## src/sv/cda_pkg.sv

```systemverilog
// Shared types, constants and calendar helper functions for the date adder.
package cda_pkg;

  // Highest year accepted by a set request.
  localparam logic [11:0] MAX_SET_YEAR = 12'd3000;
  // Years never go past this value.
  localparam logic [11:0] YEAR_LIMIT   = 12'd4095;

  // Reset values of the date and of the default registers.
  localparam logic [4:0]  RESET_DAY    = 5'd7;
  localparam logic [3:0]  RESET_MONTH  = 4'd8;
  localparam logic [11:0] RESET_YEAR   = 12'd1986;

  localparam logic [3:0]  MONTH_JAN    = 4'd1;
  localparam logic [3:0]  MONTH_FEB    = 4'd2;
  localparam logic [3:0]  MONTH_MAR    = 4'd3;
  localparam logic [3:0]  MONTH_DEC    = 4'd12;
  localparam logic [5:0]  LEAP_DAY     = 6'd29;

  // Reciprocal of 100 scaled by 2^19; exact for every 12-bit year.
  localparam logic [12:0] RECIP_100    = 13'd5243;
  localparam int          RECIP_SHIFT  = 19;

  typedef enum logic [1:0] {
    ACT_SET        = 2'd0,
    ACT_ADD_DAYS   = 2'd1,
    ACT_ADD_MONTHS = 2'd2,
    ACT_ADD_YEARS  = 2'd3
  } action_t;

  typedef enum logic [1:0] {
    REG_DEFAULT_DAY   = 2'd0,
    REG_DEFAULT_MONTH = 2'd1,
    REG_DEFAULT_YEAR  = 2'd2
  } cfg_reg_t;

  // Operations of the shared date step unit.
  typedef enum logic [1:0] {
    OP_DAY   = 2'd0,
    OP_MONTH = 2'd1,
    OP_YEARS = 2'd2,
    OP_FEB   = 2'd3
  } step_op_t;

  typedef enum logic [2:0] {
    S_IDLE,
    S_SET,
    S_DAYS,
    S_MONTHS,
    S_YEARS,
    S_FEB,
    S_DONE
  } state_t;

  typedef struct packed {
    action_t     action;
    logic [5:0]  new_day;
    logic [3:0]  new_month;
    logic [11:0] new_year;
    logic [15:0] amount;
  } in_item_t;

  typedef struct packed {
    logic [4:0]  day_out;
    logic [3:0]  month_out;
    logic [11:0] year_out;
    logic [2:0]  fallback_flags;
    logic        year_saturated;
  } out_item_t;

  typedef struct packed {
    logic [5:0]  day;
    logic [3:0]  month;
    logic [11:0] year;
  } date_t;

  typedef struct packed {
    date_t date;
    logic  sat;
  } step_res_t;

  typedef struct packed {
    date_t      date;
    logic [2:0] flags;
  } set_res_t;

  // Days in a month for a common year; zero for a month code out of range.
  function automatic logic [4:0] month_len(input logic [3:0] m);
    logic [4:0] len;
    case (m) inside
      4'd1, 4'd3, 4'd5, 4'd7, 4'd8, 4'd10, 4'd12: len = 5'd31;
      4'd4, 4'd6, 4'd9, 4'd11:                    len = 5'd30;
      4'd2:                                       len = 5'd28;
      default:                                    len = 5'd0;
    endcase
    return len;
  endfunction

  // Gregorian leap test. The quotient by 100 comes from a reciprocal
  // multiply, so the remainders by 100 and 400 need no divider.
  function automatic logic is_leap(input logic [11:0] y);
    logic [24:0] prod;
    logic [5:0]  q;
    logic [11:0] r;
    prod = {13'd0, y} * {12'd0, RECIP_100};
    q    = prod[RECIP_SHIFT +: 6];
    r    = y - 12'({6'd0, q} * 12'd100);
    return (y[1:0] == 2'b00) && ((r[6:0] != 7'd0) || (q[1:0] == 2'b00));
  endfunction

  // A day is valid if it lies within the month, or is 29 February of a leap year.
  function automatic logic day_ok(input logic [5:0] d, input logic [3:0] m,
                                  input logic [11:0] y);
    logic [4:0] len;
    len = month_len(m);
    return ((d != 6'd0) && (d <= {1'b0, len})) ||
           ((m == MONTH_FEB) && (d == LEAP_DAY) && is_leap(y));
  endfunction

endpackage

```

## src/sv/cda_set_check.sv

```systemverilog
// Validation of a set request against the default registers.
module cda_set_check (
  input  cda_pkg::in_item_t item,
  input  logic [4:0]        default_day,
  input  logic [3:0]        default_month,
  input  logic [11:0]       default_year,
  output cda_pkg::set_res_t res
);
  import cda_pkg::*;

  logic        month_valid;
  logic        year_valid;
  logic [3:0]  month_dflt;
  logic [3:0]  month_sel;
  logic [11:0] year_sel;
  logic        day_valid;

  // Month and year are resolved first; the day is checked against them.
  always_comb begin
    month_valid = (item.new_month >= MONTH_JAN) && (item.new_month <= MONTH_DEC);
    year_valid  = (item.new_year != 12'd0) && (item.new_year <= MAX_SET_YEAR);

    if (default_month == 4'd0) begin
      month_dflt = MONTH_JAN;
    end else if (default_month > MONTH_DEC) begin
      month_dflt = MONTH_DEC;
    end else begin
      month_dflt = default_month;
    end

    month_sel = month_valid ? item.new_month : month_dflt;
    year_sel  = year_valid ? item.new_year : default_year;
    day_valid = day_ok(item.new_day, month_sel, year_sel);

    res.date.month = month_sel;
    res.date.year  = year_sel;
    if (day_valid) begin
      res.date.day = item.new_day;
    end else if (default_day == 5'd0) begin
      res.date.day = 6'd1;
    end else begin
      res.date.day = {1'b0, default_day};
    end
    res.flags = {!year_valid, !month_valid, !day_valid};
  end

endmodule

```

## src/sv/cda_step.sv

```systemverilog
// Shared date step unit: one day, one month, a year add or the leap-day fix.
module cda_step (
  input  cda_pkg::date_t     cur,
  input  cda_pkg::step_op_t  op,
  input  logic [15:0]        amount,
  output cda_pkg::step_res_t res
);
  import cda_pkg::*;

  logic [5:0]  day_inc;
  logic [16:0] year_sum;
  date_t       month_rolled;
  logic        month_sat;

  always_comb begin
    day_inc  = cur.day + 6'd1;
    year_sum = {5'd0, cur.year} + {1'b0, amount};

    // One month forward; December rolls into January of the next year, unless the year is at its limit.
    month_rolled = cur;
    month_sat    = 1'b0;
    if (cur.month == MONTH_DEC) begin
      month_rolled.month = MONTH_JAN;
      if (cur.year == YEAR_LIMIT) begin
        month_sat = 1'b1;
      end else begin
        month_rolled.year = cur.year + 12'd1;
      end
    end else begin
      month_rolled.month = cur.month + 4'd1;
    end

    res.date = cur;
    res.sat  = 1'b0;
    unique case (op)
      OP_DAY: begin
        if (day_ok(day_inc, cur.month, cur.year)) begin
          res.date.day = day_inc;
        end else begin
          res.date     = month_rolled;
          res.date.day = 6'd1;
          res.sat      = month_sat;
        end
      end
      OP_MONTH: begin
        res.date = month_rolled;
        res.sat  = month_sat;
      end
      OP_YEARS: begin
        if (year_sum > {5'd0, YEAR_LIMIT}) begin
          res.date.year = YEAR_LIMIT;
          res.sat       = 1'b1;
        end else begin
          res.date.year = year_sum[11:0];
        end
      end
      OP_FEB: begin
        // 29 February that landed on a common year becomes 1 March.
        if ((cur.day == LEAP_DAY) && (cur.month == MONTH_FEB) && !is_leap(cur.year)) begin
          res.date.day   = 6'd1;
          res.date.month = MONTH_MAR;
        end
      end
      default: res.date = cur;
    endcase
  end

endmodule

```

## src/sv/calendar_date_adder_top.sv

```systemverilog
// Gregorian date counter: holds a date and sets it or adds days, months or years.
// Each accepted word either sets the date (each field checked, invalid ones taken
// from the default registers and flagged) or adds an amount of days, months or
// years; years stop at 4095 and the step that hits the limit is flagged. The shared
// step unit moves the date by one day or one month per cycle; a year add is one step
// followed by the leap-day fix. The block takes no new word until the current one
// is finished, but it does accept one while the previous result word still waits
// in the output register. Default registers are written through cfg_we, cfg_index
// and cfg_data; the user must write them only while the block is idle, as the
// block itself does not enforce it.
module calendar_date_adder_top (
  input  logic               clk,
  input  logic               rst,
  input  logic               req_valid,
  output logic               req_ready,
  input  cda_pkg::in_item_t  req,
  output logic               rsp_valid,
  input  logic               rsp_ready,
  output cda_pkg::out_item_t rsp,
  input  logic               cfg_we,
  input  logic [1:0]         cfg_index,
  input  logic [11:0]        cfg_data
);
  import cda_pkg::*;

  state_t      state;
  state_t      state_next;
  in_item_t    item;
  in_item_t    item_next;
  date_t       cur;
  date_t       cur_next;
  logic [15:0] cnt;
  logic [15:0] cnt_next;
  logic        sat;
  logic        sat_next;
  logic [2:0]  flags;
  logic [2:0]  flags_next;
  logic        out_load;
  step_op_t    step_op;
  step_res_t   step_res;
  set_res_t    set_res;
  logic [4:0]  default_day;
  logic [3:0]  default_month;
  logic [11:0] default_year;

  // Default registers.
  always_ff @(posedge clk) begin
    if (rst) begin
      default_day   <= RESET_DAY;
      default_month <= RESET_MONTH;
      default_year  <= RESET_YEAR;
    end else if (cfg_we) begin
      unique case (cfg_index)
        REG_DEFAULT_DAY:   default_day   <= cfg_data[4:0];
        REG_DEFAULT_MONTH: default_month <= cfg_data[3:0];
        REG_DEFAULT_YEAR:  default_year  <= cfg_data;
        default: ;
      endcase
    end
  end

  cda_set_check u_set_check (
    .item          (item),
    .default_day   (default_day),
    .default_month (default_month),
    .default_year  (default_year),
    .res           (set_res)
  );

  cda_step u_step (
    .cur    (cur),
    .op     (step_op),
    .amount (item.amount),
    .res    (step_res)
  );

  // Sequencer state and working registers.
  always_ff @(posedge clk) begin
    if (rst) begin
      state     <= S_IDLE;
      cur.day   <= {1'b0, RESET_DAY};
      cur.month <= RESET_MONTH;
      cur.year  <= RESET_YEAR;
    end else begin
      state <= state_next;
      cur   <= cur_next;
    end
  end

  always_ff @(posedge clk) begin
    item  <= item_next;
    cnt   <= cnt_next;
    sat   <= sat_next;
    flags <= flags_next;
  end

  // Next state and step control.
  always_comb begin
    state_next = state;
    item_next  = item;
    cur_next   = cur;
    cnt_next   = cnt;
    sat_next   = sat;
    flags_next = flags;
    step_op    = OP_DAY;
    out_load   = 1'b0;
    req_ready  = (state == S_IDLE);

    unique case (state) inside
      S_IDLE: begin
        if (req_valid) begin
          item_next  = req;
          cnt_next   = req.amount;
          sat_next   = 1'b0;
          flags_next = 3'd0;
          unique case (req.action)
            ACT_SET:        state_next = S_SET;
            ACT_ADD_DAYS:   state_next = S_DAYS;
            ACT_ADD_MONTHS: state_next = S_MONTHS;
            ACT_ADD_YEARS:  state_next = S_YEARS;
            default:        state_next = S_SET;
          endcase
        end
      end
      S_SET: begin
        cur_next   = set_res.date;
        flags_next = set_res.flags;
        state_next = S_DONE;
      end
      S_DAYS, S_MONTHS: begin
        step_op = (state == S_DAYS) ? OP_DAY : OP_MONTH;
        if (cnt == 16'd0) begin
          state_next = S_DONE;
        end else begin
          cur_next = step_res.date;
          sat_next = sat | step_res.sat;
          cnt_next = cnt - 16'd1;
        end
      end
      S_YEARS: begin
        step_op    = OP_YEARS;
        cur_next   = step_res.date;
        sat_next   = step_res.sat;
        state_next = S_FEB;
      end
      S_FEB: begin
        step_op    = OP_FEB;
        cur_next   = step_res.date;
        state_next = S_DONE;
      end
      S_DONE: begin
        if (!rsp_valid || rsp_ready) begin
          out_load   = 1'b1;
          state_next = S_IDLE;
        end
      end
      default: state_next = S_IDLE;
    endcase
  end

  // Output register.
  always_ff @(posedge clk) begin
    if (rst) begin
      rsp_valid <= 1'b0;
    end else if (out_load) begin
      rsp_valid <= 1'b1;
    end else if (rsp_ready) begin
      rsp_valid <= 1'b0;
    end
  end

  always_ff @(posedge clk) begin
    if (out_load) begin
      rsp.day_out        <= cur.day[4:0];
      rsp.month_out      <= cur.month;
      rsp.year_out       <= cur.year;
      rsp.fallback_flags <= flags;
      rsp.year_saturated <= sat;
    end
  end

endmodule

```

## config.mk

```make
export PLATFORM = sky130hd
export DESIGN_NAME = calendar_date_adder_top
export DESIGN_NICKNAME = d
export VERILOG_FILES = /design/src/sv/cda_pkg.sv /design/src/sv/cda_set_check.sv /design/src/sv/cda_step.sv /design/src/sv/calendar_date_adder_top.sv
export SDC_FILE = /design/constraint.sdc
export NUM_CORES = 1
export LEC_CHECK = 0
export BUFFER_PORTS_ARGS = -buffer_cell sky130_fd_sc_hd__buf_2
export CORE_MARGIN = 5
export CORE_UTILIZATION = 50
export DETAILED_ROUTE_END_ITERATION = 6
export GPL_ROUTABILITY_DRIVEN = 0
export PLACE_DENSITY = 0.74
export SLEW_MARGIN = 20
export SYNTH_ARGS = -nofsm -noshare
export SYNTH_HDL_FRONTEND = slang
export SYNTH_HIERARCHICAL = 1
export SYNTH_SLANG_ARGS = --single-unit
```

## constraint.sdc

```tcl
create_clock -name clk -period 12.5 [get_ports clk]
set_input_delay 0.625 -clock clk [delete_from_list [all_inputs] [get_ports clk]]
set_output_delay 0.625 -clock clk [all_outputs]
set_load 0.05 [all_outputs]
```

==> flow_metrics.tcl, run 1 <==
set metrics [dict create \
    status "finished, violations left" \
    violations "design-rule violations" \
    io_pins 86 \
    postRouteAntennaNets 0 \
    start_util 0.504 \
    finalClockSkew_ns 0.0109 \
    cap_viol_max_count 0 \
    ys_warn_count 6 \
    grt_start_max_net_pins 59 \
    critPathSlowestCell "or4b_4" \
    clock_sinks 130 \
    fp.dieH_microns 174 \
    cts_buffers 17 \
    crit_required_ns 12.78 \
    dieWidth_microns 174 \
    drc_errors 2 \
    wirelength_microns 32900 \
    crit_arrival_ns 9.76 \
    maxSlewViolCount 0 \
    fp-row-count 60 \
    clock_path_buffers 2 \
    fin_setup_tns_ns 0 \
    num_vias 10861 \
    synth_area_sq_um 13500 \
    cts_resized 0 \
    period_share 0.759 \
    slew_headroom 0.277 \
    setup_viol 0 \
    wl_per_cell_microns 17.6 \
    grt-ovfl-total 0 \
    synth_cells 1439 \
    routed_via_density 5.81 \
    grt_pass1_wl_microns 54600 \
    drtPass1Iterations 7 \
    rsz0062_at_grt "false" \
    synth_area_per_cell_sq_um 9.36 \
    dp_hpwl_microns 25600 \
    area_growth_syn_to_layout_pct 10.0 \
    min_period_ns 9.48 \
    placeableCoreArea_sq_um 26700 \
    h-tree-depth 4 \
    post_cts_buffers 0 \
    drt-initial-drc-count 903 \
    grt_pass1_vias 10782 \
    hold_path.class "input pin to flip-flop" \
    start_kind "flip-flop" \
    cts.hold.buffers_added 0 \
    grt_antenna_before_repair 1 \
    diodes 0 \
    drive_gt1_frac 0.113 \
    clockRootBuffer "clkbuf_16" \
    fmax_mhz 105 \
    clk_pin_slew_ns 0.07 \
    crit_fanout 15 \
    slowest_delay_ns 0.56 \
    grt_use_total 0.219 \
    die_area_sq_um 30300 \
    finalHoldViolCount 0 \
    worst_pin_slew_ns 1.08 \
    critPathKind "flip-flop to flip-flop" \
    port_buffers 85 \
    cts_tree "yes" \
    endpoint_kind "flip-flop" \
    final_nets 1870 \
    insertion_delay_ns 0.42 \
]
## registers in the layout (all words and copies together), names as in the netlist
name	count
flags	3
state	3
rsp	25
default_year	12
default_day	5
cur	22
default_month	4
cnt	16
rsp_valid	1
item	38
sat	1
## worst max-delay path: cells and delay by family (launching register included)
| family | cells | cell delay [ns] |
|---|---|---|
| DFF | 1 | 0.43 |
| and+or+nand+nor | 6 | 1.65 |
| xor gates and xnor gates | 1 | 0.17 |
| adders and majority gates | 8 | 3.34 |
| AOI/OAI and AO/OA | 12 | 2.69 |
| muxes | 2 | 0.76 |
| buffers and inverters | 5 | 0.29 |
## routing by layer
metal,share of wire,GRT usage
met1,0.44,0.284
met2,0.48,0.379
met3,0.055,0.0337
met4,0.025,0.0653
met5,0.00040,0
## metrics by stage
stage / cells / util / hold slack, ns / area (sq um) / setup slack [ns]
after floorplan: 1442 / - / 0.400 / 13500 / 3.54
final: 1869 / 0.555 / 0.371 / 14800 / 3.02
after CTS: 1869 / 0.554 / 0.357 / 14800 / 2.99
after global routing: 1869 / 0.555 / 0.360 / 14800 / 2.45
after detailed placement: 1837 / 0.532 / 0.407 / 14200 / 3.05
after global placement: 1837 / 0.532 / 0.403 / 14200 / 3.32
## final timing paths
check,from,endpoint,slack (ns),depth (start not counted)
setup / recovery,item[27]$_DFFE_PP_,cur[17]$_SDFFE_PP1P_,3.02,34
hold / removal,req[29],item[29]$_DFFE_PP_,0.37,1
setup reg to reg,item[27]$_DFFE_PP_,cur[17]$_SDFFE_PP1P_,3.02,34
hold reg to reg,flags[1]$_SDFFCE_PN0P_,rsp[2]$_DFFE_PP_,0.42,0
## cells in the final DEF (no fill, tap or decap), types with 9 or more instances in the layout
| cell type | n |
|---|---|
| ha_1 | 209 |
| nor2b_1 | 13 |
| nor3_1 | 34 |
| xnor2_1 | 35 |
| mux2i_1 | 12 |
| fa_1 | 87 |
| buf_2 | 85 |
| o22ai_1 | 10 |
| nand3_1 | 29 |
| o21a_1 | 14 |
| nor2_1 | 69 |
| buf_4 | 12 |
| o31ai_1 | 22 |
| a221oi_1 | 22 |
| nand2_1 | 85 |
| dfxtp_1 | 47 |
| a21oi_1 | 61 |
| nand3b_1 | 10 |
| inv_1 | 266 |
| xor2_1 | 15 |
| a221o_1 | 10 |
| o211ai_1 | 9 |
| clkbuf_16 | 17 |
| a31oi_1 | 23 |
| o21ai_0 | 55 |
| nor4_1 | 10 |
| edfxtp_1 | 83 |
## cell type report
cell class / count / area, sq um
Clock buffer: 18 / 429
Clock inverter: 14 / 166
Fill cell: 2277 / 11900
Inverter: 267 / 1000
Multi-Input combinational cell: 1002 / 8850
Sequential cell: 130 / 3430
Tap cell: 341 / 427
Timing Repair Buffer: 97 / 515
Power of run 1 is left out: the tool's default activity adds up to more than one toggle a clock period on the data nets, which glitch-free logic cannot reach.
==> run 2: changes to the inputs <==
- clock period: 12.5 -> 9 ns (I/O delays scaled with it)
==> flow_metrics.tcl, run 2 (same netlist as run 1, synthesis figures left out) <==
set metrics [dict create \
    final_common_cell "inv_1" \
    drtPass1Iterations 6 \
    final_nets 1907 \
    critPathKind "flip-flop to flip-flop" \
    fp-row-count 60 \
    cts_buffers 17 \
    clk_pin_slew_ns 0.07 \
    min_period_ns 8.95 \
    finalHoldViolCount 0 \
    placeableCoreArea_sq_um 26700 \
    endpoint_kind "flip-flop" \
    drive_gt1_frac 0.151 \
    period_share 0.995 \
    dieWidth_microns 174 \
    insertion_delay_ns 0.42 \
    finalClockSkew_ns 0.0150 \
    critPathSlowestCell "fa_2" \
    hold_path.startpoint "req[35]" \
    crit_arrival_ns 9.23 \
    start_kind "flip-flop" \
    grt_use_total 0.228 \
    routed_via_density 5.85 \
    grt_antenna_before_repair 0 \
    cap_viol_max_count 0 \
    critPathTopFamily "adder cells" \
    area_growth_syn_to_layout_pct 13.5 \
    dp_worst_setup_slack_ns -0.264 \
    grt-ovfl-total 0 \
    grt_pass1_vias 11183 \
    wl_per_cell_microns 18.3 \
    fmax_mhz 112 \
    crit_fanout 3 \
    slew_headroom 0.291 \
    io_pins 86 \
    r2r-start "item[26]$_DFFE_PP_" \
    final_cell_mix "262 x inv_1, 202 x ha_1, 85 x nand2_1, 85 x buf_2, 85 x fa_1" \
    start_util 0.504 \
    h-tree-depth 4 \
    worst_pin_slew_ns 1.06 \
    port_buffers 85 \
    grt_start_max_net_pins 59 \
    postRouteAntennaNets 0 \
    diodes 0 \
    top_register "item" \
    rsz0062_at_grt "true" \
    fp.dieH_microns 174 \
    grt_pass1_wl_microns 56500 \
    worst_slack_ns 0.0454 \
    startpoint "item[26]$_DFFE_PP_" \
    hold_path.class "input pin to flip-flop" \
    clock_path_buffers 2 \
    dp_hpwl_microns 27000 \
    crit_buf_inv 3 \
    top_regs "item: 38 flops, rsp: 25 flops, cur: 22 flops" \
    die_area_sq_um 30300 \
    drt-initial-drc-count 995 \
    cts_tree "yes" \
    num_vias 11141 \
    slowest_delay_ns 0.59 \
    drc_errors 0 \
    status "completed" \
    crit_required_ns 9.27 \
    wirelength_microns 34900 \
    maxSlewViolCount 0 \
    setup_viol 0 \
    largest_register_ff_count 38 \
    clockRootBuffer "clkbuf_16" \
    clock_sinks 130 \
]
[run 2: changes by cell type in the layout (fill, tap and decap cells not counted), sizes merged]
cell,change
buf,+36
clkinvlp,-2
clkinv,+1
nand3b,+1
bufinv,-1
clkbuf,+1
inv,+1
[run 2: area by class of cell]
type | instances | area, sq um
fillers | 2287 | 11400
clock inverters | 13 | 133
repair buffers | 133 | 802
multi-input cells | 1003 | 9040
flip-flops and latches | 130 | 3430
inverters | 267 | 1000
well taps | 341 | 427
clock buffers | 19 | 454
[run 2: final timing paths]
check	cells after the start	slack, ns	to
worst max-delay path	33	0.05	cur[17]$_SDFFE_PP1P_
worst max register to register	33	0.05	cur[17]$_SDFFE_PP1P_
worst min register to register	0	0.42	rsp[2]$_DFFE_PP_
worst min-delay path	1	0.20	item[35]$_DFFE_PP_
[run 2: per-stage QoR]
| step | instance area [sq um] | cells | hold slack [ns] | setup TNS [ns] | utilization |
|---|---|---|---|---|---|
| 2_1_floorplan | 13500 | 1442 | 0.400 | 0 | - |
| 3_3_place_gp | 14400 | 1866 | 0.401 | 0 | 0.540 |
| 3_5_place_dp | 14400 | 1866 | 0.412 | -0.632 | 0.540 |
| 4_1_cts | 15100 | 1902 | 0.187 | 0 | 0.564 |
| 5_1_grt | 15300 | 1906 | 0.184 | -0.717 | 0.572 |
| 6_report | 15300 | 1906 | 0.202 | 0 | 0.572 |
[run 2: what timing repair did]
action / CTS / global route
pin swaps: 3 / 28
cloned: 1 / 0
setup endpoints to repair: 4 / 9
resized for setup: 6 / 32
buffers inserted: 3 / 4
hold buffers: 0 / 0
[run 2: worst reg2reg max path: cells and delay by family, from the launching register on]
family	cells	cell delay, ns
adder cells (fa/ha/maj)	7	2.90
AO/OA/AOI/OAI	11	2.26
AND/OR/NAND/NOR	6	1.58
XOR/XNOR	4	0.69
multiplexers	2	0.67
flip-flops	1	0.44
buffers and inverters	3	0.25
[run 2: routing by layer]
layer	wire length (microns)	track usage	vias up	share of wire
met5	0	0	-	0
li1	-	-	5269	-
met2	17400	0.400	421	0.50
met3	2170	0.0400	68	0.062
met4	889	0.0716	0	0.025
met1	14400	0.288	5383	0.41
Power of run 2 is left out for the same reason.
